## src/design/btb_ram.sv

```systemverilog
// generic simple dual-port ram with registered read
`timescale 1ns / 1ps
`default_nettype none
module btb_ram #(
  parameter int WIDTH = 8,
  parameter int DEPTH = 16
) (
  input  wire logic                     clk,
  input  wire logic                     wr_en,
  input  wire logic [$clog2(DEPTH)-1:0] wr_addr,
  input  wire logic [WIDTH-1:0]         wr_data,
  input  wire logic                     rd_en,
  input  wire logic [$clog2(DEPTH)-1:0] rd_addr,
  output      logic [WIDTH-1:0]         rd_data
);

  logic [WIDTH-1:0] mem [DEPTH];

  always_ff @(posedge clk) begin
    if (wr_en) begin
      mem[wr_addr] <= wr_data;
    end
  end

  always_ff @(posedge clk) begin
    if (rd_en) begin
      rd_data <= mem[rd_addr];
    end
  end

endmodule
`default_nettype wire

```

## config.mk

```make
export PLATFORM = sky130hd
export DESIGN_NAME = btb_ram
export DESIGN_NICKNAME = d
export VERILOG_FILES = /design/src/design/btb_ram.sv
export SDC_FILE = /design/constraint.sdc
export NUM_CORES = 1
export LEC_CHECK = 0
export BUFFER_PORTS_ARGS = -buffer_cell sky130_fd_sc_hd__buf_2
export CAP_MARGIN = 25
export CORE_UTILIZATION = 50
export DETAILED_ROUTE_END_ITERATION = 8
export PLACE_DENSITY = 0.77
export SLEW_MARGIN = 20
export SYNTH_ARGS = -nofsm -noshare
export SYNTH_HDL_FRONTEND = slang
export SYNTH_SLANG_ARGS = --single-unit
```

## constraint.sdc

```tcl
create_clock -name clk -period 4.7 [get_ports clk]
set_clock_uncertainty 0.05 [all_clocks]
set_input_delay 0.235 -clock clk [delete_from_list [all_inputs] [get_ports clk]]
set_output_delay 0.235 -clock clk [all_outputs]
set_load 0.03 [all_outputs]
```

# Yosys cells after proc, flatten, opt, wreduce, memory -nomap -nowiden
# Memory sizes are Yosys's and may differ from the RTL's. A register that Yosys moved wholly into a read port is not among the register bits.
# Cells that the tools add are included.
[totals] wordCells=3 memories=1 mem_bits_rw=128 reg_bits=0 inputBits=19 out_inout_bits=8
[classes] n_mux=2
[mem_list] name="mem" depth=16 word_bits=8 read_ports=1 rd_clocked_by_memory_dff=1 write_ports=1 line="17" source="logic [WIDTH-1:0] mem [DEPTH];"
[ops] operator="1-bit 2-to-1 mux" count=2

# Depth between registers and ports, before layout
[depth] word_depth=2 depth_mapped=5 mapped_depth_nobuf=3

# Worst setup path before layout
# OpenSTA, ideal clock, no wires.
[synth_timing] kind="input port to flip-flop" from="in wr_addr[2]" to="mem mem[0][0] (enable)" t_required_ns=4.267 setup_ns=0.383 arrival_time_ns=1.345 setup_slack_ns=2.922 path_stages=2 cell_sequence="or3b_2 nor3_1"
[synth_lines] item="from (decl)" line="10" source="input wire logic [$clog2(DEPTH)-1:0] wr_addr,"
[synth_lines] item="to (decl)" line="17"
# Straight into the memory's write port.

==> results by group <==
Floorplan
  – Die H: 104 um
  – Die Wd: 104 um
  – Starting density of the core: 52.5%
  – FP Rows: 36
  – Core ar.: 0.00995 mm2
  – Top Ports: 27
  – Die ar.: 0.0109 mm2

Clock tree
  – Clk root buf: clkbuf_8
  – Clk_lat worst skew: 0.51 ns
  – Clock tree buffer depth: 2
  – CTS Buf Count: 17
  – Post CTS Setup Buffer Count: 0
  – H-Tree Depth: 4
  – Clock sink count: 136
  – Worst-path clk slew: 0.06 ns
  – CTS tree: yes
  – Cts repair resizes: 0
  – CTS Hold Buffers Added: 0

Route
  – Wirelength per Cell: 22.6 um
  – Post-Route WL: 9370 um
  – Antenna viol nets, final: 0
  – Total vias in the final route: 2405
  – Initial DRC count: 186
  – Residual DRC: 0
  – Drt first pass iters: 4
  – Via/cell ratio: 5.80

Timing
  – Min cycle time layout: 1.56 ns
  – Final setup violation count: 0
  – Setup TNS: 0 ns
  – Final hold vios: 0
  – Final Max Tran Viols: 0
  – Relative slew slack: 39.0%
  – Crit share post-route: 33.2%
  – RSZ-0062 raised after global routing: false
  – Least-Margin Pin Slew: 0.912 ns
  – Fmax achieved: 0.641 GHz

Power and ir drop
  – Total net switching power: 581 uW
  – Peak VDD IR: 0.184 mV
  – Leakage power: 0.00203 uW
  – Internal: 2280 uW
  – Clock power frac: 47.5%
  – Power per cell area: 469 mW/mm2
  – Sequential fraction of design power: 48.0%
  – Gate power share: 4.4%
  – Switching share of power: 20.3%
  – Final Power: 2860 uW

Logic synthesis
  – Post-synthesis xor/xnor area fraction: 0%
  – Synthesized Nets: 248
  – Async S/R FF share, synth: 0%
  – Post-synthesis adder-cell area fraction: 0%
  – Post-synthesis register bit count: 136
  – Simple-gate share of the synthesized area: 3.14%
  – Synth warn: 0
  – Most used DFF post-synth: edfxtp_1
  – Syn Area/Cell: 22.8 um2
  – Compound-Gate Fraction of Synth Area: 2.30%
  – Syn Inst Count: 229
  – Mapped Area: 0.00523 mm2
  – Count of different cell masters after synthesis: 18
  – Main combinational cell family by area after synthesis: multiplexers
  – EDFF count, synth: 136
  – Sequential area share after synthesis: 78.1%
  – Multiplexer share of the synthesized area: 14.8%

Layout
  – Synth-to-Final Area Change: 16.8%
  – N_diodes: 0
  – Layout net count: 288
  – Layout Cell Area excl Fill: 0.00610 mm2
  – Share of cells above drive strength 1: 28.4%
  – Fill cells: 646
  – Final core utilization: 61.3%

Global routing
  – First-pass GRT wire length: 14100 um
  – Gr usage total: 18.8%
  – Number of global-route vias before repair: 2489
  – Overflow after GRT: 0
  – Pin count of the biggest net entering global routing: 33
  – Initial antenna violation count: 0

Run
  – Max Cap Viol: 0

Setup path
  – Crit path required time: 4.91 ns
  – Worst Setup End Kind: flip-flop
  – Startpoint type of the worst setup path: flip-flop
  – CP arrival: 1.77 ns
  – CP Max Fanout: 1
  – Critical path class: reg2reg

Placement
  – Placed standard-cell area: 0.00547 mm2
  – GP Congestion: 0.702
  – Port bufs: 26
  – Detail Placement HPWL: 5810 um

Worst hold path
  – Hold Path Class: in2reg

Outcome
  – Status: finished clean
[area by class of cell]
type | instances | area, um2 | share of cell area, %
Clock buffer | 18 | 418 | 6.85
Clock inverter | 14 | 198 | 3.24
Multi-Input combinational cell | 83 | 1060 | 17.3
Sequential cell | 136 | 4080 | 66.9
Tap cell | 133 | 166 | 2.73
Timing Repair Buffer | 31 | 180 | 2.95
[layer usage]
| metal | up-vias | track usage, % | share of wire (%) |
|---|---|---|---|
| li1 | 1063 | - | - |
| met1 | 1240 | 24.8 | 42 |
| met2 | 98 | 29.5 | 51 |
| met3 | 4 | 4.51 | 6.8 |
| met4 | 0 | 9.08 | 0.61 |
| met5 | - | 0 | 0 |
[power groups by stage]
stage / clock network (uW) / logic [uW] / registers [uW]
final: 1360 / 127 / 1370
after global placement: 0 / 123 / 1400
after floorplan: 0 / 69.0 / 1410
after detailed placement: 0 / 126 / 1400
after CTS: 1370 / 127 / 1380
after global routing: 1430 / 136 / 1380
[cell usage in the layout, fill, tap and decap left out]
master	Yosys	layout
edfxtp_1	136	136
buf_2	3	26
mux4_2	18	18
a22oi_1	16	16
clkbuf_16	0	16
mux4_1	14	14
nor2_1	13	13
nand2_1	9	9
nor3_1	4	4
clkinvlp_4	0	4
bufinv_16	0	4
buf_4	1	4
inv_6	0	3
nand3b_1	2	2
nand2b_1	2	2
clkinv_4	0	2
nor2b_1	1	1
and2_1	1	1
and2b_1	1	1
nand3_1	1	1
or3b_2	1	1
clkbuf_8	0	1
clkinv_1	0	1
clkbuf_1	0	1
buf_12	0	1
[sequential cells by signal, summed over array words and instances (netlist names)]
| register | cells |
|---|---|
| mem | 128 |
| rd_data | 8 |
[final timing paths]
kind,start,to,depth (start not counted),slack [ns]
min,wr_data[1],mem[0][1]$_DFFE_PP_,1,0.05
min reg2reg,mem[12][0]$_DFFE_PP_,rd_data[0]$_DFFE_PP_,3,0.70
max reg2reg,mem[0][0]$_DFFE_PP_,rd_data[0]$_DFFE_PP_,3,3.14
max,mem[0][0]$_DFFE_PP_,rd_data[0]$_DFFE_PP_,3,3.14
[Yosys cell counts, types with 2 or more instances]
cell	n	area share, %
nor3_1	4	0.38
buf_6	3	0.65
edfxtp_1	136	78
clkdlybuf4s25_2	3	0.57
mux4_2	18	7.8
nor2_1	13	0.93
nand2_1	9	0.65
buf_2	3	0.29
a22oi_1	16	2.3
mux4_1	14	7.0
nand2b_1	2	0.24
nand3b_1	2	0.29
[logic make-up (layout without fill, tap and decap cells)]
group           Yosys count  in the layout
compound gates           16             16
buf+inv                  10             63
flops                   136            136
mux                      32             32
simple gates             35             35
[worst max-delay path, cell delays in order, from the launching register on]
cell	delay (ns)
edfxtp_1	0.37
mux4_1	0.51
a22oi_1	0.30
nand2_1	0.08
[stage by stage]
| step | instances | hold slack (ns) | setup WS (ns) |
|---|---|---|---|
| 2_1_floorplan | 229 | 0.284 | 2.92 |
| 3_3_place_gp | 382 | 0.564 | 2.31 |
| 3_5_place_dp | 382 | 0.574 | 2.28 |
| 4_1_cts | 414 | 0.0349 | 2.81 |
| 5_1_grt | 415 | 0.0380 | 3.11 |
| 6_report | 415 | 0.0497 | 3.14 |
Power figures use the tool's default switching activity.
