==> src/design/btb_pkg.sv <==
// shared types and constants for the branch target buffer tracker
`timescale 1ns / 1ps
`default_nettype none
package btb_pkg;

  localparam int ADDR_W     = 64;
  localparam int QIDX_W     = 10;
  localparam int OUT_IDX_W  = 10;
  localparam int TOTAL_W    = 32;

  localparam logic CMD_ACCESS = 1'b0;
  localparam logic CMD_QUERY  = 1'b1;

  typedef struct packed {
    logic                 cmd;
    logic [ADDR_W-1:0]    branch_addr;
    logic [QIDX_W-1:0]    query_index;
  } btb_in_t;

  typedef struct packed {
    logic [OUT_IDX_W-1:0] entry_index;
    logic                 was_hit;
    logic                 was_allocated;
    logic [TOTAL_W-1:0]   alloc_total;
    logic [TOTAL_W-1:0]   hit_total;
  } btb_out_t;

  typedef struct packed {
    logic write_en;
    logic was_hit;
    logic was_allocated;
  } btb_flags_t;

endpackage
`default_nettype wire

==> src/design/btb_update.sv <==
// entry update: tag compare, saturating counters and new entry word
`timescale 1ns / 1ps
`default_nettype none
module btb_update
  import btb_pkg::*;
#(
  parameter int TAG_W      = 53,
  parameter int COUNT_BITS = 32
) (
  input  wire logic                               cmd,
  input  wire logic [TAG_W-1:0]                   tag,
  input  wire logic [1+TAG_W+2*COUNT_BITS-1:0]    entry,
  output      logic [1+TAG_W+2*COUNT_BITS-1:0]    entry_nxt,
  output      logic [COUNT_BITS-1:0]              alloc_cnt,
  output      logic [COUNT_BITS-1:0]              hit_cnt,
  output      btb_flags_t                         flags
);

  logic                  old_valid;
  logic [TAG_W-1:0]      old_tag;
  logic [COUNT_BITS-1:0] old_alloc;
  logic [COUNT_BITS-1:0] old_hit;
  logic                  match;
  logic                  is_access;
  logic                  new_valid;
  logic [TAG_W-1:0]      new_tag;

  assign {old_valid, old_tag, old_alloc, old_hit} = entry;
  assign is_access = (cmd == CMD_ACCESS);
  assign match     = old_valid && (old_tag == tag);

  always_comb begin
    flags.write_en      = is_access;
    flags.was_hit       = is_access && match;
    flags.was_allocated = is_access && !match;
    new_valid = old_valid;
    new_tag   = old_tag;
    alloc_cnt = old_alloc;
    hit_cnt   = old_hit;
    if (flags.was_hit && (old_hit != '1)) begin
      hit_cnt = old_hit + COUNT_BITS'(1);
    end
    if (flags.was_allocated) begin
      new_valid = 1'b1;
      new_tag   = tag;
      if (old_alloc != '1) begin
        alloc_cnt = old_alloc + COUNT_BITS'(1);
      end
    end
  end

  assign entry_nxt = {new_valid, new_tag, alloc_cnt, hit_cnt};

endmodule
`default_nettype wire

==> config.mk <==
export PLATFORM = sky130hd
export DESIGN_NAME = btb_update
export DESIGN_NICKNAME = d
export VERILOG_FILES = /design/src/design/btb_pkg.sv /design/src/design/btb_update.sv
export SDC_FILE = /design/constraint.sdc
export NUM_CORES = 1
export LEC_CHECK = 0
export ABC_AREA = 1
export BUFFER_PORTS_ARGS = -buffer_cell sky130_fd_sc_hd__buf_2
export CAP_MARGIN = 10
export CORE_MARGIN = 8
export CORE_UTILIZATION = 28
export DETAILED_ROUTE_END_ITERATION = 8
export PLACE_DENSITY_LB_ADDON = 0.08
export SLEW_MARGIN = 20
export SYNTH_ARGS = -nofsm -noshare
export SYNTH_HDL_FRONTEND = slang
export SYNTH_SLANG_ARGS = --single-unit
==> constraint.sdc <==
create_clock -name vclk -period 1.9
set_input_delay 0.285 -clock vclk [all_inputs]
set_output_delay 0.285 -clock vclk [all_outputs]
set_load 0.02 [all_outputs]
Yosys cells after proc, flatten, opt, wreduce, memory -nomap -nowiden:

Index checks and enable logic that the tools add are counted.

* add/sub/neg operators: 2
* $mul: 0
* divide/modulo/power cells: 0
* order comparisons: 0
* eq/ne operators: 3
* shifts and indexed selects: 0
* mux-type cells: 5
* bitwise logic cells: 1
* reductions and logical operators: 5

Operators with widths (number)
* 32-bit two-way mux: 3
* 32-bit by 1-bit adder with 32-bit output, second input constant: 2
* 32-bit inequality test, second input constant: 2
* 53-bit equality test: 1
* 53-bit two-way mux: 1
* 1-bit logical AND: 4
* 1-bit logical NOT: 1
* 1-bit two-way mux: 1
* 1-bit NOT: 1

* flip-flop bits (word level): 0
* bits in latches: 0
* RAM bits: 0
* ROM bits: 0
* output and inout port bits: 185
* memories: 0

Depth between registers and ports, before layout:

* depth after elaboration: 5
* depth in mapped cells: 15
* depth with buffers taken out: 13

Worst setup path before layout:

No wires, ideal clock.

* kind: input to output
* start: input entry[32]
* end: output entry_nxt[55]
* arrival time: 1971 ps
* setup slack: -356 ps
* stages: 11
* path through: ha_1 nand3_1 inv_1 nand2_1 nor2_1 nand2_2 clkinv_2 buf_4 nor2_1 o21ai_1 buf_4

* word-level cells in the longest chain between the ends: 3
* elaborated cells between the ends (all ways): 4
* classes of those cells: add/sub (1); eq/ne (1); mux (2)

Ends and longest elaborated chain
* from (decl): RTL line btb_update.sv:12 `input wire logic [1+TAG_W+2*COUNT_BITS-1:0] entry,`
* 32-bit by 1-bit adder with 32-bit output / 32-bit inequality test (equally long branches): RTL line btb_update.sv:47, btb_update.sv:46
* 32-bit two-way mux *: RTL line btb_update.sv:46 `if (old_alloc != '1) begin`
* 32-bit two-way mux *: RTL line btb_update.sv:43 `if (flags.was_allocated) begin`
* to (decl): RTL line btb_update.sv:13 `output logic [1+TAG_W+2*COUNT_BITS-1:0] entry_nxt,`

Every way passes the cells marked *; elsewhere a longest branch is shown, timed or not.

Worst setup path in the final report:

* start: input entry[77]
* end: output entry_nxt[63]

* word-level cells in the longest chain between the ends: 5

Ends and longest elaborated chain
* 53-bit equality test: RTL line btb_update.sv:30 `assign match = old_valid && (old_tag == tag);`
* 1-bit logical AND: RTL line btb_update.sv:30
* 1-bit logical NOT: RTL line btb_update.sv:35 `flags.was_allocated = is_access && !match;`
* 1-bit logical AND: RTL line btb_update.sv:35
* 32-bit two-way mux: RTL line btb_update.sv:43

No other way between the ends.

==> results.tsv <==
stage	metric	value	unit
run_status	status	finished with violations	
run_status	violations	setup timing	
flow_run	cap_violations	0	
place	post-dp-hpwl	24200	um
yosys	syn_area	0.00558	mm^2
yosys	synthDominantAreaCellType	nand2_1	
die	floorplan.core_area	0.0195	mm^2
cells_and_area	n_clock_buffer	0	
die	initial_core_utilization	28.6	%
yosys	synth_top_area_share	35.5	%
cells_and_area	layout_cells_sized_above_1	54.2	%
cells_and_area	final_common_cell	nand2_1	
place	io_buffer_count	357	
power	report.power.total	2830	uW
setup_path	worst-endpoint-arrival	2.03	ns
cells_and_area	leading_cell_types_in_the_layout_fill_and_taps_excluded	nand2_1, buf_4, inv_1	
sta	maxSlewHeadroom	66.8	%
cells_and_area	stdcell_count	2046	
sta	timing.final.hold_violations	0	
sta	timing.final.setup_violations	184	
place	post-place-cells	2009	
detailed_routing	vias	9564	
cells_and_area	numSequentialCells	0	
yosys	ys_types	27	
global_routing	grt_start_max_net_pins	53	
yosys	ys_top_cells_by_area	nand2_1, inv_1, buf_4	
die	ios	357	
power	peakVddDrop	0.127	mV
setup_path	cpMostUsedCell	nand2_2	
power	leakagePower	0.00672	uW
detailed_routing	detailed_route_iter0_violations	462	
setup_path	timing.critical_path.fanout_max	8	
setup_path	worst_ep_required_time	1.62	ns
global_routing	antenna_found_initial	4	
setup_path	highest_cell_delay_on_the_worst_timing_path	0.19	ns
cells_and_area	num-nets-final	1954	
clocking	hold_fix_buffers_at_cts	0	
yosys	syn_avg_cell_area	4.50	um^2
detailed_routing	remaining_drc_errors	0	
sta	worst_pin_slew	0.497	ns
global_routing	grt_pass1_vias	9013	
sta	setup_repair_after_global_routing_missed_its_margin	yes	
place	pre_cts_setup_slack	-0.439	ns
die	core.rowCount	51	
sta	fin_crit_sh	122	%
yosys	synthCells	1240	
die	fp.dieW	157	um
yosys	synth.yosys.warnings	0	
power	power.combinational.fraction	100.0	%
power	switching_share	53.9	%
setup_path	critPathKind	input pin to primary output	
yosys	synth.yosys.seq_area_share	0	%
power	intPower	1300	uW
detailed_routing	post_drt_via_cell_ratio	4.67	
global_routing	grt_pass1_wl	44300	um
detailed_routing	dr.pass1.iters	5	
cells_and_area	final-seq-area	0	um^2
detailed_routing	wirelength	32400	um
yosys	synth.net_count	1414	
power	total_switching_power	1520	uW
global_routing	grt_use_total	21.8	%
cells_and_area	area_growth	113	%
min_path	hp-class	input pin to primary output	
sta	layout_min_cycle_time	2.32	ns
place	gp_routability_congestion	0.905	
sta	fmax	0.431	GHz
detailed_routing	wl_per_cell	15.9	um
sta	maxSlewViolCount	0	
setup_path	critical_path.slowest_cell	nand2_8	
power	power.density	238	mW/mm^2
setup_path	cp_cell_sequence	buf_4 -> inv_1 -> nand2_2 -> nand2_2 -> nor2_1 -> nand2_1 -> nor2_2 -> nand2_2 -> nor2_4 -> nand2_8 -> nand2_8 -> inv_8 -> buf_12 -> nand2_4 -> nand2_2 -> buf_2	
setup_path	critical_path.endpoint_type	primary output	
die	die-area	0.0247	mm^2
die	floorplan.die.height	157	um
power	seq_power_share	0	%
sta	post-route-worst-setup-slack	-0.418	ns
power	pwr-share-clk	0	%
global_routing	gr-total-overflow	0	
detailed_routing	post_drt_antenna_nets	0	
setup_path	crit_path_start_kind	input pin	
-- power groups by stage --
stage               clock network [uW]  registers, uW  logic (uW)
floorplan                            0              0        1260
global placement                     0              0        2130
detailed placement                   0              0        2140
CTS                                  0              0        2360
global route                  0.000212              0        3020
finish                        0.000212              0        2830
-- stage by stage --
| stage | utilization (%) | instance area [um^2] | TNS, ns | hold WS (ns) |
|---|---|---|---|---|
| finish | 60.9 | 11900 | -63.02 | 0.862 |
| global placement | 48.2 | 9400 | -66.87 | 0.922 |
| detailed placement | 48.2 | 9400 | -71.35 | 0.930 |
| CTS | 51.8 | 10100 | -52.14 | 0.926 |
| global route | 60.9 | 11900 | -83.28 | 0.878 |
| floorplan | - | 6170 | -1.97 | 0.686 |
-- metal layers --
layer,GRT usage [%],up-vias,part of all wire (%)
met2,41.2,328,51
met1,26.6,4366,41
met4,1.95,2,1.2
li1,-,4836,-
met5,0,-,0.031
met3,2.74,32,6.3
-- worst paths after layout --
| kind | from | endpoint | slack [ns] | cells after the start |
|---|---|---|---|---|
| setup / recovery | entry[77] | entry_nxt[63] | -0.42 | 16 |
| hold / removal | entry[90] | entry_nxt[90] | 0.86 | 4 |
-- timing repair --
item	in CTS	in global routing
gates resized for setup	218	390
endpoints found under the setup margin	184	184
buffers inserted	4	3
pin swaps	27	108
gates cloned	2	25
-- cells in the mapped netlist, types with 2 or more instances --
cell      number
nand2_1      528
inv_1        202
nor2_1       146
buf_4         74
nand4_1       69
nand3_1       50
o21ai_1       42
o21ai_0       30
nor3_1        25
xor2_1        15
buf_6         11
buf_2          8
or2_2          8
nand3b_1       5
xnor2_1        5
buf_1          4
inv_2          3
nand2_2        3
clkbuf_1       2
ha_1           2
nor2_4         2
-- cells by family after synthesis --
group	share of synthesized area, %
AO/OA/AOI/OAI	6.55
XOR/XNOR	3.14
adder cells (fa/ha/maj)	0.449
buffers and inverters	27.2
AND/OR/NAND/NOR	62.7
-- critical path, delay by kind of cell --
| kind | cells | cell delay (ns) |
|---|---|---|
| buffers and inverters | 5 | 0.54 |
| AND/OR/NAND/NOR | 11 | 1.21 |
-- cell type report --
type	count	area [um^2]
Timing Repair Buffer	633	5340
Fill cell	1903	7630
Inverter	206	811
Tap cell	265	332
Antenna cell	3	7.51
Multi-Input combinational cell	939	5410
Power figures use the tool's default switching activity.
